`config.mk`:
```
export PLATFORM = sky130hd
export DESIGN_NAME = tcw_csr
export DESIGN_NICKNAME = d
export VERILOG_FILES = /design/src/hdl/tcw_pkg.sv /design/src/hdl/tcw_csr.sv
export SDC_FILE = /design/constraint.sdc
export NUM_CORES = 1
export LEC_CHECK = 0
export ABC_CLOCK_PERIOD_IN_PS = 1000
export BUFFER_PORTS_ARGS = -buffer_cell sky130_fd_sc_hd__buf_2
export CAP_MARGIN = 15
export CORE_MARGIN = 3
export CORE_UTILIZATION = 38
export CTS_BUF_LIST = sky130_fd_sc_hd__clkbuf_8
export CTS_CLUSTER_SIZE = 30
export DETAILED_ROUTE_END_ITERATION = 6
export GPL_TIMING_DRIVEN = 0
export PLACE_DENSITY_LB_ADDON = 0.12
export SETUP_SLACK_MARGIN = 0.05
export SLEW_MARGIN = 20
export SYNTH_ARGS = -nofsm -noshare
export SYNTH_HDL_FRONTEND = slang
export SYNTH_SLANG_ARGS = --single-unit
```
`constraint.sdc`:
```
create_clock -name clock -period 1 [get_ports clock]
set_input_delay 0.1 -clock clock [delete_from_list [all_inputs] [get_ports clock]]
set_output_delay 0.1 -clock clock [all_outputs]
set_load 0.02 [all_outputs]
```
`src/hdl/tcw_pkg.sv`:
```
package tcw_pkg;

   // Default screen geometry
   localparam int COLUMNS_DEFAULT = 80;
   localparam int ROWS_DEFAULT    = 25;

   // Field widths of the request and result beats
   localparam int INDEX_W      = 11;
   localparam int CURSOR_POS_W = 11;
   localparam int REQ_TDATA_W  = 24;
   localparam int RSP_TDATA_W  = 32;

   // Command codes
   localparam logic [1:0] CMD_PUT_CHAR   = 2'd0;
   localparam logic [1:0] CMD_CLEAR      = 2'd1;
   localparam logic [1:0] CMD_SET_CURSOR = 2'd2;
   localparam logic [1:0] CMD_READ_CELL  = 2'd3;

   // Character codes
   localparam logic [7:0] BLANK_CHAR   = 8'h20;
   localparam logic [7:0] CH_NEWLINE   = 8'h0A;
   localparam logic [7:0] CH_RETURN    = 8'h0D;
   localparam logic [7:0] CH_BACKSPACE = 8'h08;

   // Register map (index = paddr[2])
   localparam logic REG_TEXT_ATTR  = 1'b0;
   localparam logic REG_CLEAR_ATTR = 1'b1;

   localparam logic [7:0] TEXT_ATTR_RESET  = 8'h0F;
   localparam logic [7:0] CLEAR_ATTR_RESET = 8'h00;

   typedef struct packed {
      logic [7:0] attr;
      logic [7:0] code;
   } cell_type;

   typedef struct packed {
      logic [7:0] text_attr;
      logic [7:0] clear_attr;
   } attr_cfg_type;

   // Packed with cursor_pos in the lowest bits, as on rsp_tdata
   typedef struct packed {
      logic [7:0]              cell_attr;
      logic [7:0]              cell_char;
      logic [CURSOR_POS_W-1:0] cursor_pos;
   } result_type;

endpackage

```
`src/hdl/tcw_csr.sv`:
```
module tcw_csr (
   input  logic                  clock,
   input  logic                  reset,
   input  logic                  csr_psel,
   input  logic                  csr_penable,
   input  logic                  csr_pwrite,
   input  logic [2:0]            csr_paddr,
   input  logic [31:0]           csr_pwdata,
   output logic [31:0]           csr_prdata,
   output logic                  csr_pready,
   output tcw_pkg::attr_cfg_type cfg
);
   import tcw_pkg::*;

   logic [7:0] text_attr_ff;
   logic [7:0] clear_attr_ff;
   logic       wr_stb;

   assign csr_pready = 1'b1;
   assign wr_stb     = csr_psel && csr_penable && csr_pwrite && csr_pready;

   always_ff @(posedge clock) begin
      if (reset) begin
         text_attr_ff  <= TEXT_ATTR_RESET;
         clear_attr_ff <= CLEAR_ATTR_RESET;
      end else if (wr_stb) begin
         unique case (csr_paddr[2])
            REG_TEXT_ATTR:  text_attr_ff  <= csr_pwdata[7:0];
            REG_CLEAR_ATTR: clear_attr_ff <= csr_pwdata[7:0];
         endcase
      end
   end

   always_comb begin
      unique case (csr_paddr[2])
         REG_TEXT_ATTR:  csr_prdata = {24'd0, text_attr_ff};
         REG_CLEAR_ATTR: csr_prdata = {24'd0, clear_attr_ff};
      endcase
   end

   assign cfg.text_attr  = text_attr_ff;
   assign cfg.clear_attr = clear_attr_ff;

endmodule

```
==> results of run 1 <==
critical path, cell delays in order, from the launching register on:
cell and delay [ps]:
dfxtp_2 330, mux2_4 270, buf_6 130
state kept, by name (all words and copies together) (netlist names):
name and flops:
text_attr_ff 8, clear_attr_ff 8
where the power goes:
group / switching (mW) / internal [mW] / leakage, nW
Clock: 0.238 / 0.350 / 0.0288
Sequential: 0.00840 / 0.654 / 0.134
Combinational: 0.223 / 0.224 / 0.704
Total: 0.469 / 1.23 / 0.867
worst paths after layout:
kind	from	endpoint	slack, ps	cells after the start
max	text_attr_ff[0]	csr_prdata[0]	-80	2
min	csr_pwdata[2]	clear_attr_ff[2]	110	3
max reg2reg	text_attr_ff[0]	text_attr_ff[0]	230	3
min reg2reg	clear_attr_ff[6]	clear_attr_ff[6]	590	3
metrics by stage:
step / hold WS, ps / setup slack, ps / util (%)
6_report: 108 / -84.7 / 71.8
5_1_grt: 124 / -105 / 71.8
4_1_cts: 107 / -77.8 / 69.8
3_5_place_dp: 383 / 9.54 / 55.2
3_3_place_gp: 372 / 25.2 / 55.2
2_1_floorplan: 255 / 201 / -
final cells by class:
| class | count | share of cell area (%) |
|---|---|---|
| Buffer | 31 | 14.0 |
| Multi-Input combinational cell | 80 | 32.9 |
| Clock buffer | 4 | 3.25 |
| Sequential cell | 16 | 20.1 |
| Tap cell | 28 | 2.07 |
| Timing Repair Buffer | 52 | 27.7 |
repair_timing:
item,CTS,global route
hold endpoints to repair,0,0
pin swaps,0,0
resized for setup,63,13
hold buffers,0,0
setup endpoints to repair,8,20
setup buffers,16,1
cells in the mapped netlist:
master / count / area [µm²]
and4_4: 1 / 11.3
and4b_2: 1 / 11.3
buf_12: 1 / 20.0
buf_2: 3 / 15.0
buf_4: 25 / 188
buf_6: 1 / 11.3
clkbuf_1: 1 / 3.75
conb_1: 2 / 7.51
dfxtp_1: 16 / 320
mux2_2: 8 / 90.1
mux2i_1: 16 / 160
nand2b_1: 20 / 125
nand4b_1: 1 / 8.76
nor2_1: 8 / 30.0
cells by family after synthesis:
logic type    count (synthesis)  synth area share [%]
other cells                   2                 0.749
flops                        16                  32.0
mux                          24                  25.0
simple gates                 31                  18.6
buf+inv                      31                  23.7
layer usage:
layer / GRT usage (%) / vias to the layer above
met4: 10.3 / 0
met5: 0 / -
met1: 15.6 / 400
met3: 2.94 / 5
met2: 27.9 / 43
li1: - / 445
cell usage in the layout (no fill, tap or decap):
cell and instances:
buf_4 36, conb_1 25, buf_12 1, nor2_1 8
dfxtp_2 16, clkbuf_1 1, nand2b_1 20, mux2i_1 16
nand4b_1 1, clkbuf_8 4, buf_6 30, and4_4 1
and4b_2 1, buf_2 15, mux2_2 1, mux2_4 7
==> flow_metrics.py, run 1 <==
metrics = {
    "run_status": {
        "status": "finished, violations left",
        "violations": "negative setup slack",
    },
    "finish": {
        "nets": 224,
        "seq_area_um2": 340,
        "n_fill_cell": 192,
        "stdcell_area_um2": 1690,
        "area_growth_pct": 69.0,
        "post_route_cells_drive_above_1_share_pct": 61.2,
        "multi_input_area_um2": 557,
        "diodes": 0,
        "final-instance-count-excl-fill": 211,
    },
    "timing": {
        "clock_skew_ps": 0,
        "finalHoldViolations": 0,
        "min_period_ps": 1080,
        "fin_tns_setup_ps": -599,
        "slew_violations": 0,
        "post-route-period-util_pct": 108,
        "rsz0062_at_grt": "yes",
        "clock.fmax_mhz": 922,
        "fin_ws_ps": -84.7,
        "setup_viol": 8,
    },
    "setup_path": {
        "startpoint_type": "flop",
        "crit_required_ps": 900,
        "cp-end-kind": "output pin",
        "cp_max_fo": 2,
        "crit_type": "flop to output pin",
        "cp.arrival_ps": 980,
    },
    "routing": {
        "wl_met1_um": 989,
        "route.met3.wl_um": 206,
        "drc": 0,
        "top_layer_used": "met4",
        "num_vias": 893,
        "firstDrtPassIters": 4,
        "viasPerCell": 4.23,
        "dr_wl_met2_um": 1250,
        "drt_iter0_markers": 13,
        "wirelength_um": 2500,
        "wl_per_cell_um": 11.9,
        "ant_nets": 0,
    },
    "global_route": {
        "grt-ovfl-total": 0,
        "grt_pass1_vias": 903,
        "antenna_found_initial": 0,
        "grt_max_degree": 11,
        "grt_pass1_wl_um": 3880,
        "track_usage_pct": 15.3,
    },
    "floorplanning": {
        "die_w_um": 57.4,
        "num_rows": 17,
        "die_area_um2": 3290,
        "die_y_um": 57.4,
        "start_util_pct": 42.4,
        "io_pins": 89,
        "core_um2": 2360,
    },
    "pwr": {
        "ir_drop_mv": 0.762,
        "pwr_density_cell_nw_per_um2": 1000,
        "finalPower_mw": 1.70,
        "leakage_nw": 0.867,
    },
    "place": {
        "dp_cells": 191,
        "place_area_um2": 1300,
        "hpwl_um": 1670,
        "gp_congestion": 0.726,
        "port_buffers": 36,
    },
    "clocking": {
        "cts.htree.levels": 1,
        "cts_tree": "done",
        "cts_buffers": 3,
        "clk_pin_slew_ps": 70,
        "clock_latency_ps": 250,
        "cts-root-buf": "clkbuf_8",
        "clock_sinks": 16,
        "cts_buffer_depth": 2,
    },
    "synth": {
        "ys_seq_area_share_pct": 32.0,
        "yosysWarnings": 0,
        "synth.cell_area_um2": 1000,
        "syn_inst": 104,
        "syn_avg_cell_area_um2": 9.64,
        "ys_types": 14,
        "synth-seq-cells": 16,
    },
    "min_path": {
        "min_path_type": "primary input to flop",
    },
    "run": {
        "drv_cap": 0,
    },
}
Power figures use the tool's default switching activity.
==> run 2: changes to the inputs <==
--- a/config.mk
+++ b/config.mk
@@ -13,7 +13,6 @@
 export CTS_BUF_LIST = sky130_fd_sc_hd__clkbuf_8
 export CTS_CLUSTER_SIZE = 30
 export DETAILED_ROUTE_END_ITERATION = 6
-export GPL_TIMING_DRIVEN = 0
 export PLACE_DENSITY_LB_ADDON = 0.12
 export SETUP_SLACK_MARGIN = 0.05
 export SLEW_MARGIN = 20
==> run 2 against run 1 <==
Compared with the run above: the flow still finishes with violations (negative setup slack); largest power group unchanged; non-clock buffer count shrank 31; maximum frequency grew 1.4%; worst hold slack gained 9.1 ps; sequential share of layout area grew 4.0 points; clock-buffer cell count is the same.
==> flow_metrics.py, run 2 (synthesis gave the netlist of run 1 again) <==
metrics = {
    "place": {
        "hpwl_um": 1490,
        "port_buffers": 37,
        "place_area_um2": 1070,
        "dp_cells": 161,
        "gp_congestion": 0.646,
    },
    "pwr": {
        "switching_share_pct": 27.3,
        "p_seq_share_pct": 42.0,
        "p_switching_mw": 0.431,
        "ir_drop_mv": 0.576,
        "pwr_density_cell_nw_per_um2": 1110,
        "finalPower_mw": 1.58,
        "leakage_nw": 0.689,
        "clockPowerShare_pct": 36.1,
        "p_comb_share_pct": 21.9,
        "p_int_mw": 1.14,
    },
    "finish": {
        "diodes": 0,
        "mostFrequentLayoutCell": "conb_1",
        "area_growth_pct": 41.2,
        "mostFrequentLayoutCells": "conb_1 (25), buf_6 (23), nand2b_1 (20)",
        "final-instance-count-excl-fill": 180,
        "seq_area_um2": 340,
        "reg_top3": "clear_attr_ff: 8 flops, text_attr_ff: 8 flops",
        "postLayoutCoreUtil_pct": 59.9,
        "nets": 193,
        "multi_input_area_um2": 546,
        "n_fill_cell": 203,
        "stdcell_area_um2": 1420,
        "post_route_cells_drive_above_1_share_pct": 53.9,
    },
    "clocking": {
        "clock_sinks": 16,
        "clock_latency_ps": 250,
        "clk_pin_slew_ps": 60,
        "cts.htree.levels": 1,
        "cts_buffer_depth": 2,
        "cts_tree": "done",
        "cts-root-buf": "clkbuf_8",
        "holdBufCountCts": 0,
        "cts_buffers": 3,
    },
    "setup_path": {
        "cpLargestDelayFamily": "flip-flops",
        "cp_max_fo": 2,
        "slowest_delay_ps": 320,
        "crit_required_ps": 900,
        "crit_type": "flop to output pin",
        "path_cells": "mux2_4 -> buf_6",
        "cp-end-kind": "output pin",
        "cp.arrival_ps": 970,
        "startpoint_type": "flop",
        "rrSetupSlack_ps": 240,
        "cp_slowest_cell": "dfxtp_2",
        "worstPathBufferInverterCount": 1,
    },
    "timing": {
        "setup_viol": 8,
        "clock_skew_ps": 0,
        "clock.fmax_mhz": 935,
        "whs_ps": 117,
        "post-route-period-util_pct": 107,
        "min_period_ps": 1070,
        "finalHoldViolations": 0,
        "fin_ws_ps": -70.0,
        "rsz0062_at_grt": "yes",
        "slew_violations": 0,
    },
    "routing": {
        "wl_per_cell_um": 12.4,
        "num_vias": 814,
        "firstDrtPassIters": 2,
        "viasPerCell": 4.52,
        "drt_iter0_markers": 8,
        "drc": 0,
        "ant_nets": 0,
        "wirelength_um": 2240,
    },
    "global_route": {
        "grt_pass1_wl_um": 3330,
        "grt_pass1_vias": 760,
        "antenna_found_initial": 0,
        "grt-ovfl-total": 0,
        "track_usage_pct": 13.0,
        "grt_max_degree": 29,
    },
    "floorplanning": {
        "start_util_pct": 42.4,
        "die_area_um2": 3290,
        "num_rows": 17,
        "io_pins": 89,
        "die_w_um": 57.4,
        "die_y_um": 57.4,
        "core_um2": 2360,
    },
    "run_status": {
        "violations": "negative setup slack",
        "status": "finished, violations left",
    },
    "run": {
        "drv_cap": 0,
    },
    "min_path": {
        "min_path_type": "primary input to flop",
    },
}
-- run 2: cell types whose count changed in the layout (fill, tap and decap cells not counted) --
cell / change
buf_12: -1
buf_6: -7
mux2_4: -3
mux2_2: +3
buf_4: -22
clkbuf_1: -1
-- run 2: timing repair --
action,CTS,global route
setup endpoints to repair,8,20
resized for setup,34,31
setup buffers,13,2
-- run 2: worst reg2reg max path, delay by kind of cell (launching register included) --
family,cells,cell delay [ps]
buf+inv,1,130
mux,1,80
simple gates,1,110
flops,1,320
-- run 2: power groups by stage --
stage / clock, mW / combinational, mW / sequential (mW)
finish: 0.568 / 0.345 / 0.662
global route: 0.606 / 0.368 / 0.663
CTS: 0.581 / 0.320 / 0.661
detailed placement: 0 / 0.274 / 0.676
global placement: 0 / 0.271 / 0.675
floorplan: 0 / 0.272 / 0.692
-- run 2: final timing paths --
kind	startpoint	end	cells after the start
setup / recovery	text_attr_ff[0]	csr_prdata[0]	2
hold / removal	csr_pwdata[0]	clear_attr_ff[0]	3
setup reg to reg	text_attr_ff[1]	text_attr_ff[1]	3
hold reg to reg	clear_attr_ff[3]	clear_attr_ff[3]	2
-- run 2: layout make-up --
cell class / count / area share [%]
well taps: 28 / 2.48
multi-input cells: 80 / 38.5
flip-flops and latches: 16 / 24.0
clock buffers: 4 / 3.89
repair buffers: 52 / 31.0
-- run 2: metrics by stage --
step	worst slack [ps]	setup TNS, ps
after global routing	-92.1	-678
after floorplan	201	0
final	-70.0	-505
after detailed placement	-37.8	-176
after CTS	-75.7	-543
after global placement	-24.8	-89.9
-- run 2: layer usage --
metal / track usage, % / up-vias / part of all wire [%]
met1: 14.3 / 383 / 36
met2: 23.4 / 42 / 55
met4: 7.62 / 0 / 1.9
li1: - / 385 / -
met3: 2.04 / 4 / 7.6
met5: 0 / - / 0
==> run 3: changes to the inputs <==
==> config.mk (replaced) <==
export PLATFORM = sky130hd
export DESIGN_NAME = tcw_csr
export DESIGN_NICKNAME = d
export VERILOG_FILES = /design/src/hdl/tcw_pkg.sv /design/src/hdl/tcw_csr.sv
export SDC_FILE = /design/constraint.sdc
export NUM_CORES = 1
export LEC_CHECK = 0
export ABC_CLOCK_PERIOD_IN_PS = 900
export BUFFER_PORTS_ARGS = -buffer_cell sky130_fd_sc_hd__buf_2
export CAP_MARGIN = 15
export CORE_MARGIN = 3
export CORE_UTILIZATION = 35
export CTS_BUF_LIST = sky130_fd_sc_hd__clkbuf_8
export CTS_CLUSTER_SIZE = 30
export DETAILED_ROUTE_END_ITERATION = 6
export PLACE_DENSITY_LB_ADDON = 0.12
export SETUP_SLACK_MARGIN = 0.05
export SLEW_MARGIN = 10
export SYNTH_ARGS = -nofsm -noshare
export SYNTH_HDL_FRONTEND = slang
export SYNTH_SLANG_ARGS = --single-unit
==> constraint.sdc (replaced) <==
create_clock -name clock -period 0.9 [get_ports clock]
set_input_delay 0.09 -clock clock [delete_from_list [all_inputs] [get_ports clock]]
set_output_delay 0.09 -clock clock [all_outputs]
set_load 0.02 [all_outputs]
==> run 3 against run 2 <==
Compared with the run above: the run still ends with negative setup slack left; die area increased by 7.7%; non-clock buffer count increased by 8; register-to-register slack lost 170 ps; critical path depth is the same; setup slack got worse by 90 ps; critical endpoint is now csr_prdata[1]; largest cell class is now buffers.
==> flow_metrics.py, run 3 (synthesis gave the netlist of run 1 again) <==
metrics = {
    "routing": {
        "num_vias": 825,
        "drt_iter0_markers": 14,
        "ant_nets": 0,
        "drc": 0,
        "wl_per_cell_um": 12.4,
        "wirelength_um": 2350,
        "viasPerCell": 4.34,
        "firstDrtPassIters": 2,
    },
    "timing": {
        "post-route-period-util_pct": 118,
        "finalHoldViolations": 0,
        "min_period_ps": 1060,
        "fin_tns_setup_ps": -1280,
        "clock_skew_ps": 0,
        "fin_ws_ps": -160,
        "clock.fmax_mhz": 943,
        "whs_ps": 107,
        "rsz0062_at_grt": "yes",
        "setup_viol": 10,
        "slew_violations": 0,
    },
    "floorplanning": {
        "start_util_pct": 38.7,
        "die_area_um2": 3540,
        "num_rows": 18,
        "die_y_um": 59.5,
        "die_w_um": 59.5,
        "core_um2": 2590,
        "io_pins": 89,
    },
    "clocking": {
        "clock_latency_ps": 240,
        "cts_buffer_depth": 2,
        "cts_buffers": 3,
        "clock_sinks": 16,
        "cts-root-buf": "clkbuf_8",
        "cts.htree.levels": 1,
        "clk_pin_slew_ps": 60,
        "cts_tree": "done",
        "holdBufCountCts": 0,
    },
    "pwr": {
        "p_seq_share_pct": 41.6,
        "p_int_mw": 1.29,
        "leakage_nw": 0.747,
        "p_switching_mw": 0.484,
        "ir_drop_mv": 1.04,
        "p_comb_share_pct": 23.0,
        "clockPowerShare_pct": 35.5,
        "pwr_density_cell_nw_per_um2": 1150,
        "switching_share_pct": 27.3,
        "finalPower_mw": 1.77,
    },
    "finish": {
        "final-instance-count-excl-fill": 190,
        "mostFrequentLayoutCell": "buf_6",
        "nets": 201,
        "reg_top3": "clear_attr_ff: 8 flops, text_attr_ff: 8 flops",
        "area_growth_pct": 54.6,
        "mostFrequentLayoutCells": "buf_6 (38), conb_1 (25), nand2b_1 (20)",
        "diodes": 0,
        "n_fill_cell": 209,
        "post_route_cells_drive_above_1_share_pct": 56.9,
    },
    "setup_path": {
        "cp-end-kind": "output pin",
        "cp.arrival_ps": 970,
        "crit_required_ps": 810,
        "cp_slowest_cell": "dfxtp_2",
        "path_cells": "mux2_4 -> buf_6",
        "cp_max_fo": 2,
        "slowest_delay_ps": 330,
        "crit_type": "flop to output pin",
        "startpoint_type": "flop",
    },
    "place": {
        "gp_congestion": 0.674,
        "dp_cells": 163,
        "port_buffers": 37,
        "hpwl_um": 1480,
    },
    "global_route": {
        "grt_pass1_vias": 794,
        "grt-ovfl-total": 0,
        "grt_pass1_wl_um": 3620,
        "track_usage_pct": 13.3,
        "antenna_found_initial": 0,
        "grt_max_degree": 29,
    },
    "min_path": {
        "min_path_type": "primary input to flop",
    },
    "run_status": {
        "violations": "negative setup slack",
        "status": "finished, violations left",
    },
    "run": {
        "drv_cap": 0,
    },
}
-- run 3: power by group through the flow --
| stage | sequential [mW] | combinational, mW | clock [mW] |
|---|---|---|---|
| 6_report | 0.738 | 0.408 | 0.630 |
| 4_1_cts | 0.736 | 0.389 | 0.649 |
| 5_1_grt | 0.738 | 0.437 | 0.697 |
| 3_5_place_dp | 0.751 | 0.304 | 0 |
| 2_1_floorplan | 0.769 | 0.303 | 0 |
| 3_3_place_gp | 0.750 | 0.302 | 0 |
-- run 3: per-layer routing --
metal	wire length (µm)	share of wire (%)	track usage, %	vias up
met4	35	1.5	4.75	0
met1	920	39	16.1	379
met2	1210	52	23.9	41
li1	-	-	-	401
met3	181	7.7	1.53	4
met5	0	0	0	-
-- run 3: area by class of cell --
class	count	area (µm²)	area share (%)
sequential	16	340	22.0
multi-input combinational	80	556	35.9
clock buffer	4	55.1	3.55
tap	30	37.5	2.42
timing repair buffer	60	561	36.2
-- run 3: through the flow --
stage | utilization [%] | area (µm²) | setup slack [ps]
floorplan | - | 1090 | 111
global placement | 41.4 | 1070 | -88.8
detailed placement | 41.4 | 1070 | -107
CTS | 57.1 | 1480 | -162
global route | 59.8 | 1550 | -193
finish | 59.8 | 1550 | -160
-- run 3: worst paths after layout --
kind / cells past startpoint / endpoint / slack (ps) / start
worst max-delay path: 2 / csr_prdata[1] / -160 / text_attr_ff[1]
worst max register to register: 4 / text_attr_ff[1] / 70 / text_attr_ff[1]
worst min register to register: 3 / clear_attr_ff[0] / 580 / clear_attr_ff[0]
worst min-delay path: 3 / clear_attr_ff[0] / 110 / csr_pwdata[0]
-- run 3: what timing repair did --
| item | CTS | global route |
|---|---|---|
| buffers inserted | 17 | 11 |
| resized for setup | 78 | 12 |
| setup endpoints to repair | 24 | 24 |
| hold endpoints to repair | 0 | 0 |
| pin swaps | 0 | 0 |
-- run 3: critical path: cells and delay by family (launching register included) --
family   cells  cell delay [ps]
buf+inv      1              130
mux          1              270
flops        1              330
