===== src/hdl/tcw_pkg.sv =====
package tcw_pkg;

   // Default screen geometry
   localparam int COLUMNS_DEFAULT = 80;
   localparam int ROWS_DEFAULT    = 25;

   // Field widths of the request and result beats
   localparam int INDEX_W      = 11;
   localparam int CURSOR_POS_W = 11;
   localparam int REQ_TDATA_W  = 24;
   localparam int RSP_TDATA_W  = 32;

   // Command codes
   localparam logic [1:0] CMD_PUT_CHAR   = 2'd0;
   localparam logic [1:0] CMD_CLEAR      = 2'd1;
   localparam logic [1:0] CMD_SET_CURSOR = 2'd2;
   localparam logic [1:0] CMD_READ_CELL  = 2'd3;

   // Character codes
   localparam logic [7:0] BLANK_CHAR   = 8'h20;
   localparam logic [7:0] CH_NEWLINE   = 8'h0A;
   localparam logic [7:0] CH_RETURN    = 8'h0D;
   localparam logic [7:0] CH_BACKSPACE = 8'h08;

   // Register map (index = paddr[2])
   localparam logic REG_TEXT_ATTR  = 1'b0;
   localparam logic REG_CLEAR_ATTR = 1'b1;

   localparam logic [7:0] TEXT_ATTR_RESET  = 8'h0F;
   localparam logic [7:0] CLEAR_ATTR_RESET = 8'h00;

   typedef struct packed {
      logic [7:0] attr;
      logic [7:0] code;
   } cell_type;

   typedef struct packed {
      logic [7:0] text_attr;
      logic [7:0] clear_attr;
   } attr_cfg_type;

   // Packed with cursor_pos in the lowest bits, as on rsp_tdata
   typedef struct packed {
      logic [7:0]              cell_attr;
      logic [7:0]              cell_char;
      logic [CURSOR_POS_W-1:0] cursor_pos;
   } result_type;

endpackage


===== src/hdl/tcw_engine.sv =====
module tcw_engine #(
   parameter int COLUMNS = tcw_pkg::COLUMNS_DEFAULT,
   parameter int ROWS    = tcw_pkg::ROWS_DEFAULT
) (
   input  logic                                clock,
   input  logic                                reset,
   input  logic                                req_valid,
   output logic                                req_ready,
   input  logic [1:0]                          req_cmd,
   input  logic [7:0]                          req_char,
   input  logic [tcw_pkg::INDEX_W-1:0]         req_index,
   input  tcw_pkg::attr_cfg_type               cfg,
   input  logic                                rsp_free,
   output logic                                rsp_load,
   output tcw_pkg::result_type                 result,
   output logic                                mem_wr_en,
   output logic [$clog2(COLUMNS*ROWS)-1:0]     mem_wr_addr,
   output tcw_pkg::cell_type                   mem_wr_data,
   output logic                                mem_rd_en,
   output logic [$clog2(COLUMNS*ROWS)-1:0]     mem_rd_addr,
   input  tcw_pkg::cell_type                   mem_rd_data
);
   import tcw_pkg::*;

   localparam int TOTAL  = COLUMNS * ROWS;
   localparam int ADDR_W = $clog2(TOTAL);
   localparam int CUR_W  = $clog2(TOTAL + 1);
   localparam int EXT_W  = (CUR_W > INDEX_W) ? CUR_W : INDEX_W;

   localparam logic [CUR_W-1:0] TOTAL_C     = CUR_W'(TOTAL);
   localparam logic [CUR_W-1:0] LAST_CELL_C = CUR_W'(TOTAL - 1);
   localparam logic [CUR_W-1:0] LAST_ROW_C  = CUR_W'(TOTAL - COLUMNS);
   localparam logic [CUR_W-1:0] COLS_C      = CUR_W'(COLUMNS);
   localparam logic [EXT_W-1:0] TOTAL_X     = EXT_W'(TOTAL);
   localparam logic [EXT_W-1:0] LAST_CELL_X = EXT_W'(TOTAL - 1);

   localparam logic [2:0] S_FILL   = 3'd0;
   localparam logic [2:0] S_IDLE   = 3'd1;
   localparam logic [2:0] S_EXEC   = 3'd2;
   localparam logic [2:0] S_READ   = 3'd3;
   localparam logic [2:0] S_LOCATE = 3'd4;
   localparam logic [2:0] S_SCROLL = 3'd5;
   localparam logic [2:0] S_BLANK  = 3'd6;
   localparam logic [2:0] S_RESP   = 3'd7;

   logic [2:0]         state_ff,     state_in;
   logic               init_ff,      init_in;
   logic [1:0]         cmd_ff,       cmd_in;
   logic [7:0]         char_ff,      char_in;
   logic [INDEX_W-1:0] idx_ff,       idx_in;
   logic [CUR_W-1:0]   cursor_ff,    cursor_in;
   logic [CUR_W-1:0]   rowst_ff,     rowst_in;
   logic [CUR_W-1:0]   ptr_ff,       ptr_in;
   logic [CUR_W-1:0]   tgt_ff,       tgt_in;
   logic [ADDR_W-1:0]  waddr_ff,     waddr_in;
   logic               pend_ff,      pend_in;
   logic [7:0]         fill_attr_ff, fill_attr_in;
   logic [7:0]         rchar_ff,     rchar_in;
   logic [7:0]         rattr_ff,     rattr_in;

   logic [CUR_W-1:0]   row_end;
   logic [CUR_W-1:0]   scroll_dst;
   logic [EXT_W-1:0]   idx_ext;
   logic [EXT_W-1:0]   clamp_ext;
   logic [CUR_W-1:0]   clamp_idx;
   logic [EXT_W-1:0]   cursor_ext;

   logic [CUR_W-1:0]   put_cur;
   logic [CUR_W-1:0]   put_row;
   logic               put_wr;
   logic [CUR_W-1:0]   put_addr;
   logic [7:0]         put_code;

   assign row_end    = rowst_ff + COLS_C;
   assign scroll_dst = ptr_ff - COLS_C;
   assign idx_ext    = EXT_W'(idx_ff);
   assign clamp_ext  = (idx_ext >= TOTAL_X) ? LAST_CELL_X : idx_ext;
   assign clamp_idx  = CUR_W'(clamp_ext);
   assign cursor_ext = EXT_W'(cursor_ff);

   // put-character cursor move and cell write
   always_comb begin
      put_cur  = cursor_ff;
      put_row  = rowst_ff;
      put_wr   = 1'b0;
      put_addr = cursor_ff;
      put_code = BLANK_CHAR;
      priority if (char_ff == CH_NEWLINE) begin
         put_cur = row_end;
         put_row = row_end;
      end else if (char_ff == CH_RETURN) begin
         put_cur = rowst_ff;
      end else if (char_ff == CH_BACKSPACE) begin
         if (cursor_ff != '0) begin
            put_cur = cursor_ff - 1'b1;
            if (cursor_ff == rowst_ff) begin
               put_row = rowst_ff - COLS_C;
            end
         end
         put_wr   = 1'b1;
         put_addr = put_cur;
      end else begin
         put_wr   = 1'b1;
         put_code = char_ff;
         put_cur  = cursor_ff + 1'b1;
         if (put_cur == row_end) begin
            put_row = row_end;
         end
      end
   end

   always_comb begin
      state_in     = state_ff;
      init_in      = init_ff;
      cmd_in       = cmd_ff;
      char_in      = char_ff;
      idx_in       = idx_ff;
      cursor_in    = cursor_ff;
      rowst_in     = rowst_ff;
      ptr_in       = ptr_ff;
      tgt_in       = tgt_ff;
      waddr_in     = waddr_ff;
      pend_in      = pend_ff;
      fill_attr_in = fill_attr_ff;
      rchar_in     = rchar_ff;
      rattr_in     = rattr_ff;

      req_ready        = 1'b0;
      rsp_load         = 1'b0;
      mem_wr_en        = 1'b0;
      mem_wr_addr      = ptr_ff[ADDR_W-1:0];
      mem_wr_data.attr = cfg.text_attr;
      mem_wr_data.code = BLANK_CHAR;
      mem_rd_en        = 1'b0;
      mem_rd_addr      = ptr_ff[ADDR_W-1:0];

      unique case (state_ff)
         S_FILL: begin
            mem_wr_en        = 1'b1;
            mem_wr_data.attr = fill_attr_ff;
            if (ptr_ff == LAST_CELL_C) begin
               ptr_in   = '0;
               init_in  = 1'b0;
               state_in = init_ff ? S_IDLE : S_RESP;
            end else begin
               ptr_in = ptr_ff + 1'b1;
            end
         end
         S_IDLE: begin
            req_ready = 1'b1;
            if (req_valid) begin
               cmd_in   = req_cmd;
               char_in  = req_char;
               idx_in   = req_index;
               state_in = S_EXEC;
            end
         end
         S_EXEC: begin
            rchar_in = '0;
            rattr_in = '0;
            unique case (cmd_ff)
               CMD_PUT_CHAR: begin
                  mem_wr_en        = put_wr;
                  mem_wr_addr      = put_addr[ADDR_W-1:0];
                  mem_wr_data.code = put_code;
                  cursor_in        = put_cur;
                  rowst_in         = put_row;
                  if (put_cur == TOTAL_C) begin
                     ptr_in   = COLS_C;
                     pend_in  = 1'b0;
                     state_in = S_SCROLL;
                  end else begin
                     state_in = S_RESP;
                  end
               end
               CMD_CLEAR: begin
                  cursor_in    = '0;
                  rowst_in     = '0;
                  ptr_in       = '0;
                  fill_attr_in = cfg.clear_attr;
                  state_in     = S_FILL;
               end
               CMD_SET_CURSOR: begin
                  tgt_in   = clamp_idx;
                  rowst_in = '0;
                  state_in = S_LOCATE;
               end
               CMD_READ_CELL: begin
                  mem_rd_en   = 1'b1;
                  mem_rd_addr = clamp_idx[ADDR_W-1:0];
                  state_in    = S_READ;
               end
            endcase
         end
         S_READ: begin
            rchar_in = mem_rd_data.code;
            rattr_in = mem_rd_data.attr;
            state_in = S_RESP;
         end
         S_LOCATE: begin
            if (tgt_ff < row_end) begin
               cursor_in = tgt_ff;
               state_in  = S_RESP;
            end else begin
               rowst_in = row_end;
            end
         end
         S_SCROLL: begin
            // read one row below, write it back in the next cycle
            mem_wr_en   = pend_ff;
            mem_wr_addr = waddr_ff;
            mem_wr_data = mem_rd_data;
            if (ptr_ff != TOTAL_C) begin
               mem_rd_en = 1'b1;
               ptr_in    = ptr_ff + 1'b1;
               pend_in   = 1'b1;
               waddr_in  = scroll_dst[ADDR_W-1:0];
            end else begin
               pend_in  = 1'b0;
               ptr_in   = LAST_ROW_C;
               state_in = S_BLANK;
            end
         end
         S_BLANK: begin
            mem_wr_en = 1'b1;
            if (ptr_ff == LAST_CELL_C) begin
               ptr_in    = '0;
               cursor_in = LAST_ROW_C;
               rowst_in  = LAST_ROW_C;
               state_in  = S_RESP;
            end else begin
               ptr_in = ptr_ff + 1'b1;
            end
         end
         S_RESP: begin
            if (rsp_free) begin
               rsp_load = 1'b1;
               state_in = S_IDLE;
            end
         end
      endcase
   end

   always_ff @(posedge clock) begin
      if (reset) begin
         state_ff     <= S_FILL;
         init_ff      <= 1'b1;
         cursor_ff    <= '0;
         rowst_ff     <= '0;
         ptr_ff       <= '0;
         pend_ff      <= 1'b0;
         fill_attr_ff <= '0;
      end else begin
         state_ff     <= state_in;
         init_ff      <= init_in;
         cursor_ff    <= cursor_in;
         rowst_ff     <= rowst_in;
         ptr_ff       <= ptr_in;
         pend_ff      <= pend_in;
         fill_attr_ff <= fill_attr_in;
      end
   end

   always_ff @(posedge clock) begin
      cmd_ff   <= cmd_in;
      char_ff  <= char_in;
      idx_ff   <= idx_in;
      tgt_ff   <= tgt_in;
      waddr_ff <= waddr_in;
      rchar_ff <= rchar_in;
      rattr_ff <= rattr_in;
   end

   assign result.cursor_pos = cursor_ext[CURSOR_POS_W-1:0];
   assign result.cell_char  = rchar_ff;
   assign result.cell_attr  = rattr_ff;

endmodule


===== config.mk =====
export PLATFORM = sky130hd
export DESIGN_NAME = tcw_engine
export DESIGN_NICKNAME = d
export VERILOG_FILES = /design/src/hdl/tcw_pkg.sv /design/src/hdl/tcw_engine.sv
export SDC_FILE = /design/constraint.sdc
export NUM_CORES = 1
export LEC_CHECK = 0
export CAP_MARGIN = 20
export CELL_PAD_IN_SITES_DETAIL_PLACEMENT = 1
export CELL_PAD_IN_SITES_GLOBAL_PLACEMENT = 1
export CORE_MARGIN = 3
export CORE_UTILIZATION = 44
export CTS_BUF_LIST = sky130_fd_sc_hd__clkbuf_4 sky130_fd_sc_hd__clkbuf_8
export DETAILED_ROUTE_END_ITERATION = 10
export DONT_BUFFER_PORTS = 1
export PLACE_DENSITY_LB_ADDON = 0.1
export SLEW_MARGIN = 25
export SYNTH_ARGS = -nofsm -noshare
export SYNTH_HDL_FRONTEND = slang
export SYNTH_SLANG_ARGS = --single-unit

===== constraint.sdc =====
create_clock -name clock -period 8.1 [get_ports clock]
set_input_delay 0.405 -clock clock [delete_from_list [all_inputs] [get_ports clock]]
set_output_delay 0.405 -clock clock [all_outputs]
set_load 0.05 [all_outputs]

==> key figures, run 1 <==
Run status
  – Status: completed

Cells and area
  – Area growth syn-to-layout: 4.16%
  – Cell area after layout: 0.00714 mm2
  – # fillers: 1,774
  – Antenna cells: 0
  – Final nets: 814
  – Share of cells above drive strength 1: 0.0986

Timing
  – Fmax: 215 MHz
  – Worst-margin pin slew: 1.11 ns
  – Slew Limit Fails: 0
  – Final Hold Viols: 0
  – RSZ-0062 raised after global routing: false
  – Crit share post-route: 0.575
  – Setup WS post-layout: 3.44 ns
  – Clock Skews: 0.0176 ns
  – Finish-stage setup viols: 0
  – Final min period: 4.66 ns
  – Setup tns final: 0 ns
  – Max transition margin: 0.262

Synth
  – Top FF cell, synth: edfxtp_1
  – Post-Synth Simple-Gate Area: 0.204
  – Synthesized Nets: 859
  – Ys Warns: 0
  – Adder-cell share of the synthesized area: 0.0401
  – Syn avg cell area: 8.79 um2
  – Mapped cell area: 0.00686 mm2
  – Main combinational cell family by area after synthesis: compound AO/OA/AOI/OAI gates
  – Post-synth EDFFs: 59
  – Seq/Total Area, Yosys: 0.381
  – Post-synthesis compound-gate area fraction: 0.242
  – Post-Synth XOR/XNOR Area: 0.0515
  – Ys async rst share: 0
  – Mapped Cells: 780
  – Seq cells post-synth: 101
  – Post-synthesis mux area share: 0.0252
  – Distinct cells, synth: 74

Pwr
  – Net Sw Power: 1360 uW
  – Net Sw Frac: 0.544
  – Clock power frac: 0.130
  – Peak VDD IR: 0.000178 V
  – Static leakage: 0.00248 uW
  – Comb pwr share: 0.531
  – Sequential power share: 0.339
  – Internal power: 1140 uW
  – P per Cell Area: 350 mW/mm2

Setup path
  – CP Max Fanout: 29
  – Critical Path AT: 4.25 ns
  – Critical path class: reg2out
  – RR Startpoint: state_ff[1]
  – Critical Path Start Type: flop
  – CP Buf/Inv Count: 1
  – Delay-heaviest family, CP: compound AO/OA/AOI/OAI gates
  – CP cell instances: clkinv_1 > nor3_1 > nand2_1 > a21oi_1 > a22o_1
  – CP endpoint kind: output port
  – Slowest stage delay, CP: 0.90 ns
  – CP required: 7.70 ns
  – Origin of the worst setup path: state_ff[1]
  – Slowest cell on the critical path: dfxtp_1

GRT
  – Initial antenna violation count: 0
  – Remaining Overflow, GRT: 0
  – First-pass GRT wire length: 36,100 um
  – Total track usage: 0.272
  – Pin count of the biggest net entering global routing: 43
  – Vias in the first global route: 6,312

Run
  – Total of max-cap violations: 0

Floorplan
  – Die area: 0.0171 mm2
  – Core Rows: 45
  – Die X: 131 um
  – Die Span Y: 131 um
  – Top-Level Pins: 126
  – Core region area: 0.0152 mm2
  – Initial Utilization: 0.451

Clock tree
  – Clk Latency, worst-skew pair: 0.40 ns
  – Post-CTS Resized: 0
  – CTS tree: yes
  – Cts-stage hold buffer count: 0
  – H-tree depth: 3
  – Clock transition at the registers of the reported paths: 0.11 ns
  – CTS Root Cell: clkbuf_8
  – CTS Buffer Depth: 2
  – Total clock buffers created by CTS: 9
  – Post-CTS setup buffer count: 0
  – Sink Count: 101

Worst hold path
  – Worst Hold Launch: reset
  – Hold Path Class: in2reg

Route
  – # DRC: 0
  – Drt first pass iters: 5
  – Total wire length: 23,100 um
  – Wire per inst: 24.9 um
  – Vias: 6,164
  – Iteration-0 DRC Markers: 573
  – Routed Antenna Nets: 0
  – Vias per std cell: 6.64

Placement
  – Detail Placement HPWL: 17,300 um
  – Port Buffers: 0
  – RePlAce Congestion: 0.959
  – Post-DP Area: 0.00693 mm2
  – Worst slack, placed: 3.87 ns
-- kinds of logic after synthesis --
| logic type | count (synthesis) |
|---|---|
| buffers and inverters | 95 |
| DFF | 101 |
| xor gates and xnor gates | 37 |
| and+or+nand+nor | 261 |
| muxes | 16 |
| adders and majority gates | 22 |
| AOI/OAI and AO/OA | 248 |
-- layout make-up --
class / instances / area (um2) / area share
clock buffer: 9 / 124 / 0.0173
clock inverter: 7 / 72.6 / 0.0102
inverter: 26 / 97.6 / 0.0137
multi-input combinational: 584 / 3900 / 0.547
sequential: 101 / 2610 / 0.366
tap: 188 / 235 / 0.0329
timing repair buffer: 13 / 97.6 / 0.0137
-- per-layer routing --
metal / vias to the layer above / routed length, um / GRT usage
li1: 2830 / - / -
met1: 3045 / 9900 / 0.349
met2: 258 / 10900 / 0.449
met3: 31 / 1820 / 0.0724
met4: 0 / 480 / 0.0865
met5: - / 0 / 0
-- synthesized netlist by cell type (all sizes together) (14+ instances only) --
master	n	share of area
a211oi	17	0.019
a21oi	58	0.042
a22oi	14	0.015
and3	21	0.019
clkbuf	57	0.031
dfxtp	42	0.12
edfxtp	59	0.26
ha	22	0.040
inv	24	0.013
nand2	66	0.036
nand3	18	0.013
nor2	63	0.036
o21ai	57	0.042
or3	18	0.016
xnor2	23	0.029
-- metrics by stage --
step	utilization	total power [uW]	hold WS, ns	std cells
after floorplan	-	1870	0.426	780
after global routing	0.470	2650	0.0563	928
after CTS	0.468	2490	0.0517	928
final	0.470	2500	0.0786	928
after detailed placement	0.456	2160	0.448	912
after global placement	0.455	2110	0.441	912
-- worst register-to-register path: stages (launching register included) --
cell	delay [ns]
dfxtp_1	0.90
clkinv_1	0.68
nor3_1	0.61
nand2_1	0.53
a2111oi_0	0.55
nor4_1	0.10
o211ai_1	0.46
mux2_2	0.42
nor2_1	0.08
-- registers in the layout, indices dropped and copies added, names as in the netlist --
name,cells
cursor_ext,11
idx_ext,11
ptr_ff,11
tgt_ff,11
waddr_ff,11
char_ff,8
fill_attr_ff,8
rattr_ff,8
rchar_ff,8
rowst_ff,7
state_ff,3
cmd_ff,2
init_ff,1
pend_ff,1
-- power by group through the flow --
stage / combinational, uW / sequential (uW) / clock, uW
floorplan: 1080 / 788 / 0
global placement: 1260 / 850 / 0
detailed placement: 1300 / 855 / 0
CTS: 1310 / 843 / 334
global route: 1440 / 862 / 351
finish: 1330 / 847 / 325
-- final timing paths --
path / endpoint / cells past startpoint / slack (ns)
setup / recovery: mem_wr_data[2] / 5 / 3.44
hold / removal: ptr_ff[1] / 1 / 0.08
setup reg to reg: rowst_ff[4] / 8 / 3.73
hold reg to reg: fill_attr_ff[3] / 2 / 0.47
-- placed cells by master (no fill, tap or decap), types with 7 or more instances in the layout --
cell type	netlist	routed
nand2_1	66	66
nor2_1	62	60
edfxtp_1	59	59
a21oi_1	58	55
o21ai_0	57	46
dfxtp_1	42	42
inv_1	24	24
xnor2_1	23	23
ha_1	22	22
and3_1	21	21
nand3_1	18	18
or3_1	18	18
a211oi_1	17	17
a22oi_1	14	14
buf_4	1	13
o211ai_1	12	12
xor2_1	12	12
nor3_1	11	11
mux2_2	10	10
nand4_1	10	10
o21ai_1	0	9
o22a_1	9	9
o22ai_1	9	9
clkbuf_8	0	9
a31oi_1	8	8
a311oi_1	8	8
nor4_1	7	7
a22o_1	7	7
(Power assumes the default switching activity.)
==> run 2: changes to the inputs <==
clock period = 3.8 ns   (was 8.1 ns; I/O delays follow)
==> run 2 against run 1 <==
  * Critical path depth up 5
  * Core utilization up 5.1 points
  * Critical endpoint is now ptr_ff[6]
  * Non-clock buffer count up 88
  * Critical path type is now reg2reg
==> key figures, run 2 (synthesis gave the netlist of run 1 again) <==
Run status
  – Status: completed (unchanged)

Timing
  – Clock Skews: 0.0190 ns (was 0.0176 ns)
  – Max transition margin: 0.435 (was 0.262)
  – Final Hold Viols: 0 (unchanged)
  – Finish-stage setup viols: 0 (unchanged)
  – Crit share post-route: 0.929
  – Slew Limit Fails: 0 (unchanged)
  – Final min period: 3.53 ns
  – RSZ-0062 raised after global routing: false (unchanged)
  – Fmax: 283 MHz
  – Setup tns final: 0 ns (unchanged)
  – Final hold slack: 0.0349 ns (was 0.0786 ns)
  – Worst-margin pin slew: 0.844 ns (was 1.11 ns)

GRT
  – Most used routing layer: met2 (unchanged)
  – Met2 usage in global routing: 0.493 (was 0.449)
  – Pin count of the biggest net entering global routing: 43 (unchanged)
  – Vias in the first global route: 6,635 (was 6,312)
  – Initial antenna violation count: 0 (unchanged)
  – First-pass GRT wire length: 37,500 um (was 36,100 um)
  – Remaining Overflow, GRT: 0 (unchanged)
  – Met1 GRT Util: 0.366 (was 0.349)
  – M3 GR Usage: 0.0618 (was 0.0724)
  – Total track usage: 0.287 (was 0.272)

Floorplan
  – Die Span Y: 131 um (unchanged)
  – Core region area: 0.0152 mm2 (unchanged)
  – Initial Utilization: 0.451 (unchanged)
  – Core Rows: 45 (unchanged)
  – Top-Level Pins: 126 (unchanged)
  – Die X: 131 um (unchanged)
  – Die area: 0.0171 mm2 (unchanged)

Worst hold path
  – Worst Hold Launch: mem_rd_data[5] (was reset)
  – Hold path endpoint: rchar_ff[5] (was ptr_ff[1])
  – Hold path cells: 1 (unchanged)
  – Hold Path Class: in2reg (unchanged)

Setup path
  – RR Startpoint: cursor_ext[0] (was state_ff[1])
  – Critical path class: reg2reg (was reg2out)
  – Critical Path Start Type: flop (unchanged)
  – Reg2Reg Setup Slack: 0.27 ns (was 3.73 ns)
  – FF-to-FF End: ptr_ff[6] (was rowst_ff[4])
  – CP cell instances: inv_1 > ha_1 > nor3b_1 > nand3_1 > a32o_1 > o22a_1 > nor4_4 > a31oi_2 > or3_1 > a221oi_2 (was clkinv_1 > nor3_1 > nand2_1 > a21oi_1 > a22o_1)
  – Delay-heaviest family, CP: simple AND/OR/NAND/NOR gates (was compound AO/OA/AOI/OAI gates)
  – CP required: 4.11 ns (was 7.70 ns)
  – Critical Path AT: 3.84 ns (was 4.25 ns)
  – Number of cells on the critical path: 10 (was 5)
  – Slowest stage delay, CP: 0.52 ns (was 0.90 ns)
  – CP Buf/Inv Count: 1 (unchanged)
  – Slowest cell on the critical path: nor3b_1 (was dfxtp_1)
  – Reg2Reg Depth: 10 (was 8)
  – CP Max Fanout: 7 (was 29)
  – CP endpoint kind: flop (was output port)

Clock tree
  – CTS Root Cell: clkbuf_8 (unchanged)
  – H-tree depth: 3 (unchanged)
  – CTS tree: yes (unchanged)
  – CTS Buffer Depth: 2 (unchanged)
  – Post-CTS setup buffer count: 0 (unchanged)
  – Total clock buffers created by CTS: 9 (unchanged)
  – Sink Count: 101 (unchanged)
  – Clock transition at the registers of the reported paths: 0.11 ns (about the same)
  – Clk Latency, worst-skew pair: 0.39 ns (was 0.40 ns)

Cells and area
  – Area growth syn-to-layout: 15.4% (was 4.16%)
  – Antenna cells: 0 (unchanged)
  – Share of cells above drive strength 1: 0.152 (was 0.0986)
  – Most common cell after layout, fill and taps aside: buf_4 (was nand2_1)
  – Final nets: 902 (was 814)
  – Commonest cells after routing, fill and taps aside: buf_4, nand2_1, nor2_1 (was nand2_1, nor2_1, edfxtp_1)

Pwr
  – Net Sw Frac: 0.514 (was 0.544)
  – Net Sw Power: 2950 uW (was 1360 uW)
  – Comb pwr share: 0.576 (was 0.531)
  – Clock power frac: 0.126 (was 0.130)
  – Internal power: 2790 uW (was 1140 uW)
  – P per Cell Area: 724 mW/mm2 (was 350 mW/mm2)
  – Static leakage: 0.00292 uW (was 0.00248 uW)
  – Peak VDD IR: 0.000356 V (was 0.000178 V)
  – Sequential power share: 0.298 (was 0.339)

Route
  – Routed Antenna Nets: 0 (unchanged)
  – Vias per std cell: 6.42 (was 6.64)
  – Wire per inst: 24.1 um (was 24.9 um)
  – Iteration-0 DRC Markers: 471 (was 573)
  – # DRC: 0 (unchanged)
  – Total wire length: 24,500 um (was 23,100 um)
  – Drt first pass iters: 4 (was 5)
  – Vias: 6,525 (was 6,164)

Placement
  – RePlAce Congestion: 0.930 (was 0.959)
  – Detail Placement HPWL: 18,400 um (was 17,300 um)
  – Port Buffers: 0 (unchanged)

Run
  – Total of max-cap violations: 0 (unchanged)
==> run 2: cell types whose count changed in the layout (fill, tap and decap cells not counted), sizes merged <==
cell         previous run  this run
bufinv                  0         1
dlygate4sd3             0        29
inv                    28        27
buf                    13        72
==> run 2: repair_timing <==
| action | 4_1_cts | 5_1_grt |
|---|---|---|
| gates resized for setup | 0 | 1 |
| endpoints found under the setup margin | 0 | 7 |
| hold buffers | 30 | 0 |
| endpoints found under the hold margin | 63 | 0 |
==> run 2: layer usage <==
layer  share of wire  vias up
met5               0        -
met4           0.015        0
met3           0.070       27
met2            0.49      214
met1            0.43     3281
li1                -     3003
==> run 2: metrics by stage <==
step	cell area (um2)	instances	utilization	total power (uW)	setup slack, ns
floorplan	6860	780	-	3980	0.306
global placement	7400	970	0.487	4880	0.372
detailed placement	7400	970	0.487	4950	0.266
CTS	7910	1016	0.520	5710	0.229
global route	7920	1016	0.521	6070	0.0596
finish	7920	1016	0.521	5730	0.271
==> run 2: area by class of cell <==
type	count	area (um2)
Fill cell	1728	7290
Multi-Input combinational cell	584	3870
Sequential cell	101	2610
Timing Repair Buffer	101	893
Tap cell	188	235
Clock buffer	9	124
Inverter	26	97.6
Clock inverter	7	80.1
==> run 2: worst max path at each step <==
stage	start	endpoint	slack (ns)
detailed placement	cursor_ext[0]	ptr_ff[8]	0.27
global route	cursor_ext[0]	ptr_ff[6]	0.06
finish	cursor_ext[0]	ptr_ff[6]	0.27
global placement	cursor_ext[0]	ptr_ff[10]	0.37
floorplan	cursor_ext[0]	mem_wr_addr[10]	0.31
CTS	cursor_ext[0]	ptr_ff[10]	0.23
==> run 2: power groups by stage <==
stage               registers (uW)  logic (uW)  clock network [uW]
floorplan                     1680        2300                   0
global placement              1720        3160                   0
detailed placement            1730        3230                   0
CTS                           1700        3280                 737
global route                  1730        3560                 775
finish                        1710        3310                 722
==> run 3: changes to the inputs <==
CORE_ASPECT_RATIO = 1.25   (was not set)
GPL_TIMING_DRIVEN = 0   (was not set)
==> run 3 against run 2 <==
  * Clock skew shrank 0.0026 ns
  * Global-route usage rose by 1.0 points
  * Flip-flop and latch count stayed put
  * Via count grew 2.2%
  * Core utilization down 0.54 points
  * Total power fell by 1.7%
  * Critical path depth grew 2
  * Critical path type unchanged
  * Largest power group unchanged
==> key figures, run 3 (synthesis gave the netlist of run 1 again) <==
Run status
  – Status: completed (unchanged)

Timing
  – Clock Skews: 0.0165 ns (was 0.0190 ns)
  – Max transition margin: 0.212 (was 0.435)
  – Slew Limit Fails: 0 (unchanged)
  – Worst-margin pin slew: 1.18 ns (was 0.844 ns)
  – Finish-stage setup viols: 0 (unchanged)
  – Final min period: 3.69 ns (was 3.53 ns)
  – Final Hold Viols: 0 (unchanged)
  – Setup WS post-layout: 0.109 ns (was 0.271 ns)
  – Final hold slack: 0.0183 ns (was 0.0349 ns)
  – Fmax: 271 MHz (was 283 MHz)
  – Crit share post-route: 0.971 (was 0.929)

Setup path
  – Reg2Reg Depth: 12 (was 10)
  – CP Max Fanout: 10 (was 7)
  – Critical Path Start Type: flop (unchanged)
  – CP endpoint kind: flop (unchanged)
  – Reg2Reg Setup Slack: 0.11 ns (was 0.27 ns)
  – CP required: 4.12 ns (was 4.11 ns)
  – RR Startpoint: cursor_ext[0] (unchanged)
  – Critical path class: reg2reg (unchanged)
  – Critical Path AT: 4.02 ns (was 3.84 ns)
  – FF-to-FF End: ptr_ff[4] (was ptr_ff[6])

Pwr
  – Peak VDD IR: 0.000366 V (was 0.000356 V)
  – Static leakage: 0.00274 uW (was 0.00292 uW)
  – P per Cell Area: 722 mW/mm2 (was 724 mW/mm2)

Worst hold path
  – Hold path endpoint: rattr_ff[7] (was rchar_ff[5])
  – Hold Path Class: in2reg (unchanged)
  – Hold path cells: 1 (unchanged)
  – Worst Hold Launch: mem_rd_data[15] (was mem_rd_data[5])

Floorplan
  – Core Rows: 50 (was 45)
  – Core region area: 0.0151 mm2 (was 0.0152 mm2)
  – Top-Level Pins: 126 (unchanged)
  – Initial Utilization: 0.453 (was 0.451)
  – Die X: 118 um (was 131 um)
  – Die Span Y: 146 um (was 131 um)
  – Die area: 0.0171 mm2 (about the same)

Clock tree
  – H-tree depth: 3 (unchanged)
  – CTS Root Cell: clkbuf_8 (unchanged)
  – CTS Buffer Depth: 2 (unchanged)
  – CTS tree: yes (unchanged)
  – Total clock buffers created by CTS: 9 (unchanged)
  – Clk Latency, worst-skew pair: 0.40 ns (was 0.39 ns)
  – Clock transition at the registers of the reported paths: 0.10 ns (was 0.11 ns)
  – Sink Count: 101 (unchanged)

Route
  – Drt first pass iters: 5 (was 4)
  – # DRC: 0 (unchanged)
  – Vias: 6,669 (was 6,525)
  – Iteration-0 DRC Markers: 488 (was 471)
  – Vias per std cell: 6.40 (was 6.42)
  – Routed Antenna Nets: 0 (unchanged)
  – Wire per inst: 24.9 um (was 24.1 um)
  – Total wire length: 26,000 um (was 24,500 um)

GRT
  – Remaining Overflow, GRT: 0 (unchanged)
  – Total track usage: 0.297 (was 0.287)
  – First-pass GRT wire length: 40,000 um (was 37,500 um)
  – Pin count of the biggest net entering global routing: 26 (was 43)
  – Initial antenna violation count: 0 (unchanged)
  – Vias in the first global route: 6,956 (was 6,635)

Placement
  – Port Buffers: 0 (unchanged)
  – RePlAce Congestion: 0.913 (was 0.930)
  – Post-Place Cells: 988 (was 970)
  – Worst slack, placed: -0.557 ns (was 0.266 ns)
  – Post-DP Area: 0.00712 mm2 (was 0.00740 mm2)
  – Detail Placement HPWL: 19,400 um (was 18,400 um)

Cells and area
  – Area growth syn-to-layout: 13.8% (was 15.4%)
  – Fin cells: 1,042 (was 1,016)
  – Cell area after layout: 0.00780 mm2 (was 0.00792 mm2)
  – Antenna cells: 0 (unchanged)
  – Most common cell after layout, fill and taps aside: nand2_1 (was buf_4)
  – Utilization after layout: 0.515 (was 0.521)
  – Share of cells above drive strength 1: 0.115 (was 0.152)
  – Commonest cells after routing, fill and taps aside: nand2_1, nor2_1, edfxtp_1 (was buf_4, nand2_1, nor2_1)
  – Final nets: 908 (was 902)

Run
  – Total of max-cap violations: 0 (unchanged)
-- run 3: cell types whose count changed in the layout (fill, tap and decap cells not counted), sizes merged --
cell	previous run	this run
clkbuf	9	65
buf	72	21
bufinv	1	2
dlygate4sd3	29	30
inv	27	26
-- run 3: how the worst max path moves through the flow --
stage	endpoint	slack (ns)	cells after the start	from
2_1_floorplan	mem_wr_addr[10]	0.31	8	cursor_ext[0]
3_3_place_gp	ptr_ff[2]	-0.51	11	cursor_ext[0]
3_5_place_dp	ptr_ff[10]	-0.56	11	cursor_ext[0]
4_1_cts	ptr_ff[6]	0.01	11	cursor_ext[0]
5_1_grt	ptr_ff[6]	-0.02	11	cursor_ext[0]
6_report	ptr_ff[4]	0.11	12	cursor_ext[0]
-- run 3: timing repair --
| item | CTS | global route |
|---|---|---|
| pin swaps | 1 | 7 |
| endpoints found under the hold margin | 29 | 1 |
| gates resized for setup | 14 | 22 |
| hold buffers | 29 | 1 |
| setup buffers | 1 | 7 |
| endpoints found under the setup margin | 27 | 33 |
-- run 3: report_power, final --
group          total [uW]  internal, uW  leakage, uW  switching (uW)
registers            1720          1370     0.000883             351
logic                3120           887      0.00174            2230
clock network         794           376     0.000112             419
-- run 3: routing by layer --
layer | up-vias | share of wire | GRT usage
li1 | 3008 | - | -
met5 | - | 0 | 0
met1 | 3309 | 0.39 | 0.347
met2 | 290 | 0.50 | 0.525
met4 | 0 | 0.037 | 0.124
met3 | 62 | 0.065 | 0.0645
-- run 3: cell type report --
| cell class | instances | area [um2] |
|---|---|---|
| inverter | 26 | 97.6 |
| timing repair buffer | 38 | 360 |
| clock inverter | 7 | 97.6 |
| sequential | 101 | 2620 |
| multi-input combinational | 584 | 3940 |
| clock buffer | 9 | 124 |
| buffer | 69 | 302 |
| fill | 1814 | 7340 |
| tap | 208 | 260 |
-- run 3: worst max-delay path, stage by stage, from the launching register on --
cell and delay (ns):
dfxtp_4 0.43, clkbuf_4 0.22, inv_1 0.12, ha_2 0.21, or3b_2 0.50, o211ai_1 0.39, o221ai_1 0.17, a22o_2 0.33
nor4_4 0.33, a31oi_4 0.19, buf_4 0.19, or3_1 0.37, a21oi_1 0.16
-- run 3: per-stage QoR --
step	TNS [ns]	total power, uW
2_1_floorplan	0	3980
3_3_place_gp	-6.89	4590
3_5_place_dp	-7.05	4690
4_1_cts	0	5540
5_1_grt	-0.0186	5940
6_report	0	5630
